--- config.mk ---
export PLATFORM = sky130hd
export DESIGN_NAME = ges_controller
export DESIGN_NICKNAME = d
export VERILOG_FILES = /design/src/rtl/core/ges_pkg.sv /design/src/rtl/core/ges_controller.sv
export VERILOG_INCLUDE_DIRS = /design/src /design/src/rtl/core
export SDC_FILE = /design/constraint.sdc
export NUM_CORES = 1
export LEC_CHECK = 0
export BUFFER_PORTS_ARGS = -buffer_cell sky130_fd_sc_hd__buf_2
export CAP_MARGIN = 20
export CORE_ASPECT_RATIO = 1.25
export CORE_MARGIN = 2
export CORE_UTILIZATION = 48
export DETAILED_ROUTE_END_ITERATION = 10
export GPL_TIMING_DRIVEN = 0
export PLACE_DENSITY = 0.77
export SLEW_MARGIN = 20
export SYNTH_ARGS = -nofsm -noshare
export SYNTH_HDL_FRONTEND = slang
export SYNTH_SLANG_ARGS = --single-unit
--- constraint.sdc ---
create_clock -name clock -period 2.38 [get_ports clock]
set_input_delay 0.238 -clock clock [delete_from_list [all_inputs] [get_ports clock]]
set_output_delay 0.238 -clock clock [all_outputs]
set_load 0.01 [all_outputs]
--- src/rtl/core/greedy_ensemble_selection_defines.svh ---
// ---------------------------------------------------------------------------
// greedy_ensemble_selection_defines
// Assertion helper macros for the greedy ensemble selection block.
// ---------------------------------------------------------------------------
`ifndef GREEDY_ENSEMBLE_SELECTION_DEFINES_SVH
`define GREEDY_ENSEMBLE_SELECTION_DEFINES_SVH
// implication checked every clock, idle during reset
`define GES_ASSERT_IMP(label, clk, rst, ante, cons, msg) \
   label: assert property (@(posedge clk) disable iff (rst) (ante) |-> (cons)) \
      else $error(msg);
// next-cycle implication
`define GES_ASSERT_NEXT(label, clk, rst, ante, cons, msg) \
   label: assert property (@(posedge clk) disable iff (rst) (ante) |=> (cons)) \
      else $error(msg);
`endif

--- src/rtl/core/ges_pkg.sv ---
// ---------------------------------------------------------------------------
// ges_pkg
// Shared types and codes for greedy ensemble selection.
// ---------------------------------------------------------------------------
`timescale 1ns / 1ps
`default_nettype none
package ges_pkg;
   localparam logic [1:0] CMD_LOAD_TARGET = 2'd0;
   localparam logic [1:0] CMD_LOAD_PRED   = 2'd1;
   localparam logic [1:0] CMD_RUN         = 2'd2;

   localparam logic [1:0] REG_METRIC = 2'd0;
   localparam logic [1:0] REG_ITER   = 2'd1;
   localparam logic [1:0] REG_ROWS   = 2'd2;
   localparam logic [1:0] REG_MODELS = 2'd3;

   // controller -> datapath
   typedef struct packed {
      logic clear_run;    // clear sum store and counts
      logic clear_acc;    // start scoring one model
      logic score;        // row beat, score phase
      logic add_best;     // row beat, update phase
      logic pick;         // commit winner count
      logic compare;      // compare accumulator against best
      logic pipe_flush;   // last row issued
   } ctrl_type;

   // datapath -> controller
   typedef struct packed {
      logic pipe_busy;
   } status_type;
endpackage
`default_nettype wire

--- src/rtl/core/ges_controller.sv ---
// ---------------------------------------------------------------------------
// ges_controller
// Sequencer for clear, score, compare, update and report phases.
// ---------------------------------------------------------------------------
`timescale 1ns / 1ps
`default_nettype none
`include "greedy_ensemble_selection_defines.svh"
module ges_controller #(
   parameter int MAX_ROWS   = 1024,
   parameter int MAX_MODELS = 16,
   parameter int RW         = (MAX_ROWS > 1) ? $clog2(MAX_ROWS) : 1,
   parameter int MW         = (MAX_MODELS > 1) ? $clog2(MAX_MODELS) : 1
) (
   input  wire                    clock,
   input  wire                    reset,
   input  wire                    start,
   output logic                   busy,
   input  wire  [7:0]             iter_limit,
   input  wire  [10:0]            rows_cfg,
   input  wire  [4:0]             models_cfg,
   output ges_pkg::ctrl_type      ctrl,
   input  wire ges_pkg::status_type status,
   output logic [8:0]             round_num,
   output logic [RW-1:0]          row_addr,
   output logic [MW-1:0]          model_addr,
   output logic                   out_valid,
   input  wire                    out_ready,
   output logic [MW-1:0]          out_model,
   output logic                   out_last,
   output logic [8:0]             total
);
   localparam logic [2:0] ST_IDLE   = 3'd0;
   localparam logic [2:0] ST_CLEAR  = 3'd1;
   localparam logic [2:0] ST_SCORE  = 3'd2;
   localparam logic [2:0] ST_DRAIN  = 3'd3;
   localparam logic [2:0] ST_UPDATE = 3'd4;
   localparam logic [2:0] ST_UDRAIN = 3'd5;
   localparam logic [2:0] ST_EMIT   = 3'd6;

   logic [2:0]    state_ff, state_in;
   logic [RW:0]   row_ff, row_in;
   logic [MW:0]   mdl_ff, mdl_in;
   logic [8:0]    round_ff, round_in;
   logic [RW:0]   nrows;
   logic [MW:0]   nmodels;
   logic          row_end, mdl_end;

   always_comb begin
      if (rows_cfg == 11'd0) nrows = (RW+1)'(1);
      else if ({21'd0, rows_cfg} > 32'(MAX_ROWS)) nrows = (RW+1)'(MAX_ROWS);
      else nrows = (RW+1)'(rows_cfg);
      if (models_cfg == 5'd0) nmodels = (MW+1)'(1);
      else if ({27'd0, models_cfg} > 32'(MAX_MODELS)) nmodels = (MW+1)'(MAX_MODELS);
      else nmodels = (MW+1)'(models_cfg);
   end

   assign row_end = (row_ff + 1'b1) == nrows;
   assign mdl_end = (mdl_ff + 1'b1) == nmodels;

   always_comb begin
      state_in = state_ff;
      row_in = row_ff;
      mdl_in = mdl_ff;
      round_in = round_ff;
      ctrl = '0;
      case (state_ff)
         ST_IDLE: begin
            if (start) begin
               state_in = ST_CLEAR;
               row_in = '0;
               ctrl.clear_run = 1'b1;
            end
         end
         ST_CLEAR: begin
            // sweeps the sum store one row a cycle
            ctrl.clear_run = 1'b1;
            row_in = row_ff + 1'b1;
            if (row_ff == (RW+1)'(MAX_ROWS - 1)) begin
               state_in = ST_SCORE;
               row_in = '0;
               mdl_in = '0;
               round_in = 9'd1;
               ctrl.clear_acc = 1'b1;
            end
         end
         ST_SCORE: begin
            ctrl.score = 1'b1;
            row_in = row_ff + 1'b1;
            if (row_end) begin
               ctrl.pipe_flush = 1'b1;
               state_in = ST_DRAIN;
            end
         end
         ST_DRAIN: begin
            if (!status.pipe_busy) begin
               ctrl.compare = 1'b1;
               row_in = '0;
               if (mdl_end) begin
                  state_in = ST_UPDATE;
               end else begin
                  mdl_in = mdl_ff + 1'b1;
                  ctrl.clear_acc = 1'b1;
                  state_in = ST_SCORE;
               end
            end
         end
         ST_UPDATE: begin
            ctrl.add_best = 1'b1;
            row_in = row_ff + 1'b1;
            if (row_end) begin
               ctrl.pipe_flush = 1'b1;
               state_in = ST_UDRAIN;
            end
         end
         ST_UDRAIN: begin
            if (!status.pipe_busy) begin
               ctrl.pick = 1'b1;
               row_in = '0;
               mdl_in = '0;
               if (round_ff == {1'b0, iter_limit} + 9'd1) begin
                  state_in = ST_EMIT;
               end else begin
                  round_in = round_ff + 9'd1;
                  ctrl.clear_acc = 1'b1;
                  state_in = ST_SCORE;
               end
            end
         end
         ST_EMIT: begin
            if (out_ready) begin
               if (mdl_end) state_in = ST_IDLE;
               else mdl_in = mdl_ff + 1'b1;
            end
         end
         default: state_in = ST_IDLE;
      endcase
   end

   always_ff @(posedge clock) begin
      if (reset) begin
         state_ff <= ST_IDLE;
         row_ff <= '0;
         mdl_ff <= '0;
         round_ff <= '0;
      end else begin
         state_ff <= state_in;
         row_ff <= row_in;
         mdl_ff <= mdl_in;
         round_ff <= round_in;
      end
   end

   assign busy       = state_ff != ST_IDLE;
   assign round_num  = round_ff;
   assign row_addr   = row_ff[RW-1:0];
   assign model_addr = mdl_ff[MW-1:0];
   assign out_valid  = state_ff == ST_EMIT;
   assign out_model  = mdl_ff[MW-1:0];
   assign out_last   = mdl_end;
   assign total      = round_ff;

   `GES_ASSERT_NEXT(a_emit_hold, clock, reset, out_valid && !out_ready,
      out_valid && $stable(out_model), "result dropped while stalled")
   `GES_ASSERT_IMP(a_score_rows, clock, reset, ctrl.score, row_ff < nrows,
      "row counter ran past rows in use")
   `GES_ASSERT_IMP(a_round_range, clock, reset, state_ff == ST_SCORE,
      round_ff != 9'd0 && round_ff <= {1'b0, iter_limit} + 9'd1,
      "round number out of range")
endmodule
`default_nettype wire

=== Word level (Yosys, flattened, before mapping) ===
Cells that the tools add are included.

* Register bits: 28
* Input bits: 29
* Output and inout port bits: 46
* Logic and storage cells: 87

* Add/sub/neg operators: 4
* $lt $le $gt $ge: 2
* Equal/unequal tests: 20
* Mux-type cells: 44
* Reduce and logical (&&, ||, !) cells: 13

{| class="wikitable"
|+ Operators by type and width
! kind !! number
|-
| 11-bit two-way mux || 5
|-
| 11-bit one-hot mux with 4 select lines || 1
|-
| 5-bit two-way mux || 7
|-
| 3-bit two-way mux || 10
|-
| 9-bit two-way mux || 3
|-
| 3-bit one-hot mux with 7 select lines || 1
|-
| 5-bit one-hot mux with 4 select lines || 1
|-
| 9-bit one-hot mux with 2 select lines || 1
|-
| 2-bit != test, second input constant || 8
|-
| 1-bit two-way mux || 13
|-
| 11-bit by 1-bit adder with 11-bit output, second input constant || 1
|-
| 11-bit by 10-bit equality test with 1-bit output, second input constant || 1
|-
| 11-bit equality test || 1
|-
| 11-bit greater-than comparator, second input constant || 1
|-
| 11-bit zero test || 1
|-
| 8-bit by 1-bit adder with 9-bit output, second input constant || 1
|-
| 9-bit by 1-bit adder with 9-bit output, second input constant || 1
|-
| 3-bit equality test, second input constant || 3
|-
| 9-bit equality test || 1
|-
| 8-bit AND reduction || 1
|-
| 4-bit nonzero test || 2
|-
| 3-bit by 2-bit equality test with 1-bit output, second input constant || 2
|-
| 5-bit by 1-bit adder with 5-bit output, second input constant || 1
|-
| 5-bit equality test || 1
|-
| 13 further kinds || 15
|}

=== Logic depth before layout (Yosys ltp) ===
* Depth after elaboration: 7
* Depth in mapped cells: 9
* Depth with buffers taken out: 8

=== Worst setup path before layout ===
No wires, ideal clock.

* Path kind: flip-flop to flip-flop
* Start: register mdl_ff[0]
* End: register state_ff[2]
* Library setup time: 0.121 ns
* Arrival time: 2.391 ns
* Data required time: 2.259 ns
* Setup slack: -0.132 ns
* Cell stages (with the launch flop): 10
* Path buffers: 1
* Period minus slack after synthesis: 2.512 ns
* Cell sequence: dfxtp_1 -> ha_1 -> xor2_1 -> or3_1 -> a21oi_1 -> o221a_2 -> clkbuf_1 -> o311ai_0 -> a211oi_1 -> mux2_2

* Word-level cells in the longest chain between the ends: 5
* Elaborated cells between the ends (all ways): 7
* Classes of those cells: add/sub (1); eq/ne (2); mux (3); reduce/logical (1)

{| class="wikitable"
|+ RTL lines
! element !! line !! RTL
|-
| from (decl) || ges_controller.sv:42 || <nowiki>logic [MW:0] mdl_ff, mdl_in;</nowiki>
|-
| from (signal assigned) || ges_controller.sv:148 || <nowiki>mdl_ff <= mdl_in;</nowiki>
|-
| 5-bit by 1-bit adder with 5-bit output (*) || ges_controller.sv:58 || <nowiki>assign mdl_end = (mdl_ff + 1'b1) == nmodels;</nowiki>
|-
| 5-bit equality test (*) || ges_controller.sv:58 ||
|-
| via out_last || ges_controller.sv:29 || <nowiki>output logic out_last,</nowiki>
|-
| 3-bit two-way mux || ges_controller.sv:98 || <nowiki>if (mdl_end) begin</nowiki>
|-
| 3-bit two-way mux || ges_controller.sv:95 || <nowiki>if (!status.pipe_busy) begin</nowiki>
|-
| 3-bit one-hot mux with 7 select lines || ges_controller.sv:66 || <nowiki>case (state_ff)</nowiki>
|-
| to (signal assigned) || ges_controller.sv:146 || <nowiki>state_ff <= state_in;</nowiki>
|-
| to (decl) || ges_controller.sv:40 || <nowiki>logic [2:0] state_ff, state_in;</nowiki>
|}

Mark *: on every way through the listed nets, which the timed path passes. The rest lies on a longest branch. The select of a mux whose other input is x is not followed.
A chain may end at the register's enable or synchronous reset.

==> flow_metrics.py <==
metrics = {
    "worst_setup_path": {
        "cp.required_ns": 2.14,
        "critPathLaunchType": "flop",
        "worstSetupPathType": "reg -> out",
        "cp.arrival_ns": 2.25,
        "r2r_cells": 9,
        "critPathMaxFanout": 6,
        "worstSetupEndpointType": "output port",
    },
    "finish": {
        "drive_gt1_share_pct": 38.9,
        "diodes": 0,
        "regArea_um2": 578,
        "area_growth_pct": 34.7,
        "fin_nets": 504,
        "utilization_pct": 67.5,
        "fillCellCount": 487,
        "multi_input_area_um2": 2070,
        "final_cells": 534,
    },
    "floorplan": {
        "pin_count": 75,
        "core-area_um2": 5440,
        "initial_core_util_pct": 50.1,
        "num_rows": 30,
        "die-width_um": 71.4,
        "die_y_um": 88.3,
        "die_area_um2": 6300,
    },
    "sta": {
        "hold_viol": 0,
        "fin_ws_ns": -0.108,
        "fin_setup_tns_ns": -0.672,
        "hold_ws_ns": 0.377,
        "max_slew_margin_pct": 62.4,
        "period_minus_slack_ns": 2.49,
        "period_share_pct": 105,
        "finalSetupViolCount": 10,
        "report.final.slew_viol_count": 0,
        "worst_slew_pin_slew_ns": 0.563,
        "rsz0062_at_grt": "true",
        "clock_skew_ns": 0.00845,
        "max_freq_mhz": 402,
    },
    "power": {
        "power.density_nw_per_um2": 357,
        "p_sw_uw": 455,
        "p_clk_share_pct": 23.2,
        "ir_drop_mv": 0.197,
        "p_int_uw": 856,
        "pwr-share-seq_pct": 38.3,
        "p_leak_uw": 0.00161,
        "swShare_pct": 34.7,
        "power_frac_comb_pct": 38.5,
    },
    "synthesis": {
        "synth_top_area_share_pct": 20.6,
        "syn_area_per_cell_um2": 7.29,
        "ys_seq_area_share_pct": 20.6,
        "synth_area_leaders": "dfxtp_1 21%, buf_4 7.7%, xnor2_1 6.7%",
        "yosysMostFrequentCell": "nand2_1",
        "synth_area_leader_cell": "dfxtp_1",
        "yosys_register_bits": 28,
        "yosysWarnings": 0,
        "synth-edff-count": 0,
        "ys_async_sr_fraction_pct": 0,
        "synth_nets": 407,
        "synth_area_um2": 2730,
        "ys.flop_type": "dfxtp_1",
        "netlist_instances": 374,
        "synthDistinctLibCells": 59,
        "synthTopCellsByCount": "36 x nand2_1, 31 x a21oi_1, 30 x nor2_1",
    },
    "clock_tree": {
        "h-tree-depth": 1,
        "cts.clk_slew.worst_paths_ns": 0.10,
        "ctsRootBufferMaster": "clkbuf_8",
        "cts_sinks": 28,
        "clockBufferDepth": 2,
        "cts_buffers": 3,
        "clock_latency_ns": 0.28,
        "cts_tree": "built",
    },
    "hold_path": {
        "whs_path_depth": 5,
        "hp-class": "in -> reg",
    },
    "route": {
        "vias_per_cell": 5.79,
        "num_vias": 3092,
        "final_antenna_net_count": 0,
        "drt_iter0_drc": 232,
        "drt_wl_total_mm": 7.78,
        "route.detailed.drc": 0,
        "drt-pass1-iter-count": 4,
        "post_drt_wl_per_cell_um": 14.6,
    },
    "placed_design": {
        "io_buffers": 74,
        "dp_cells": 512,
        "dp_hpwl_mm": 5.50,
        "gp_congestion": 0.975,
    },
    "run_status": {
        "status": "finished with violations",
        "violations": "negative setup slack",
    },
    "grt": {
        "grt-ovfl-total": 0,
        "grt_pass1_vias": 2708,
        "track_usage_pct": 23.6,
        "grt_pass1_wl_mm": 12.2,
        "grt_max_degree": 16,
        "grt_antenna_before_repair": 0,
    },
    "flow_run": {
        "max-cap-violations": 0,
    },
}
## path summary, 6_finish.rpt
| check | slack, ns | end | start |
|---|---|---|---|
| setup / recovery | -0.11 | ctrl[5] | row_ff[0]$_SDFFE_PP0P_ |
| hold / removal | 0.38 | state_ff[0]$_SDFFE_PP0P_ | start |
| setup reg to reg | -0.10 | round_num[7]$_SDFFE_PP0P_ | row_ff[0]$_SDFFE_PP0P_ |
| hold reg to reg | 0.54 | round_num[8]$_SDFFE_PP0P_ | round_num[8]$_SDFFE_PP0P_ |
## worst max-delay path: stages, from the launching register on
cell,delay (ns)
dfxtp_4,0.38
ha_4,0.19
nand3_4,0.10
or4_4,0.54
a211oi_4,0.27
nand2_2,0.10
a21o_4,0.21
o31ai_4,0.05
buf_2,0.16
## state kept, by name, indices dropped and copies added, names as in the netlist
name and cells:
row_ff 11, round_num 9, mdl_ff 5, state_ff 3
## power by group through the flow
stage          Combinational (µW)  Sequential, µW  Clock, µW
6_report                      505             502        304
4_1_cts                       457             501        312
2_1_floorplan                 277             509          0
3_3_place_gp                  397             512          0
5_1_grt                       551             505        331
3_5_place_dp                  404             513          0
## layer usage
layer	vias up	wire length, µm	track usage [%]
met5	-	0	0
met4	0	194	9.95
met3	14	409	2.39
met2	115	3960	42.8
met1	1448	3220	28.5
li1	1515	-	-
## what timing repair did
action,CTS,global route
setup buffers,12,8
endpoints found under the setup margin,28,27
resized for setup,41,30
hold buffers,0,0
pin swaps,16,14
## logic make-up (layout without fill, tap and decap cells)
group                    Yosys count  count (layout)  share of synthesized area, %
XOR/XNOR                          29              29                          9.87
buffers and inverters             59             155                          12.2
multiplexers                       6               6                          2.29
adder cells (fa/ha/maj)            4               4                          1.84
AND/OR/NAND/NOR                  154             154                          29.8
AO/OA/AOI/OAI                     94              94                          23.4
flip-flops                        28              28                          20.6
## per-stage QoR
stage	total power (µW)	setup WS, ns	cell area (µm²)
2_1_floorplan	786	-0.0146	2740
4_1_cts	1270	-0.124	3500
3_3_place_gp	909	-0.375	3190
3_5_place_dp	916	-0.347	3190
5_1_grt	1390	-0.240	3670
6_report	1310	-0.108	3670
## area by class of cell
class / instances / area share (%)
multi-input cells: 287 / 56.5
plain buffers: 47 / 8.48
flip-flops and latches: 28 / 15.7
inverters: 10 / 1.02
clock buffers: 4 / 1.50
well taps: 64 / 2.18
repair buffers: 94 / 14.6
## cells in the final DEF, fill, tap and decap left out, types with 4 or more instances in the layout
cell type  count
a211oi_1       5
a21oi_1       27
a21oi_2        4
a311oi_1       7
and3_1         4
buf_2         75
buf_4         48
clkbuf_1      10
clkbuf_8       4
dfxtp_1       18
dfxtp_2        8
inv_1         10
mux2i_1        4
nand2_1       36
nand2b_1      15
nand3_1       17
nand4_1        7
nor2_1        27
nor3_1         7
o21ai_0       17
or3_1          5
xnor2_1       19
xor2_1         5
(Power assumes the default switching activity.)
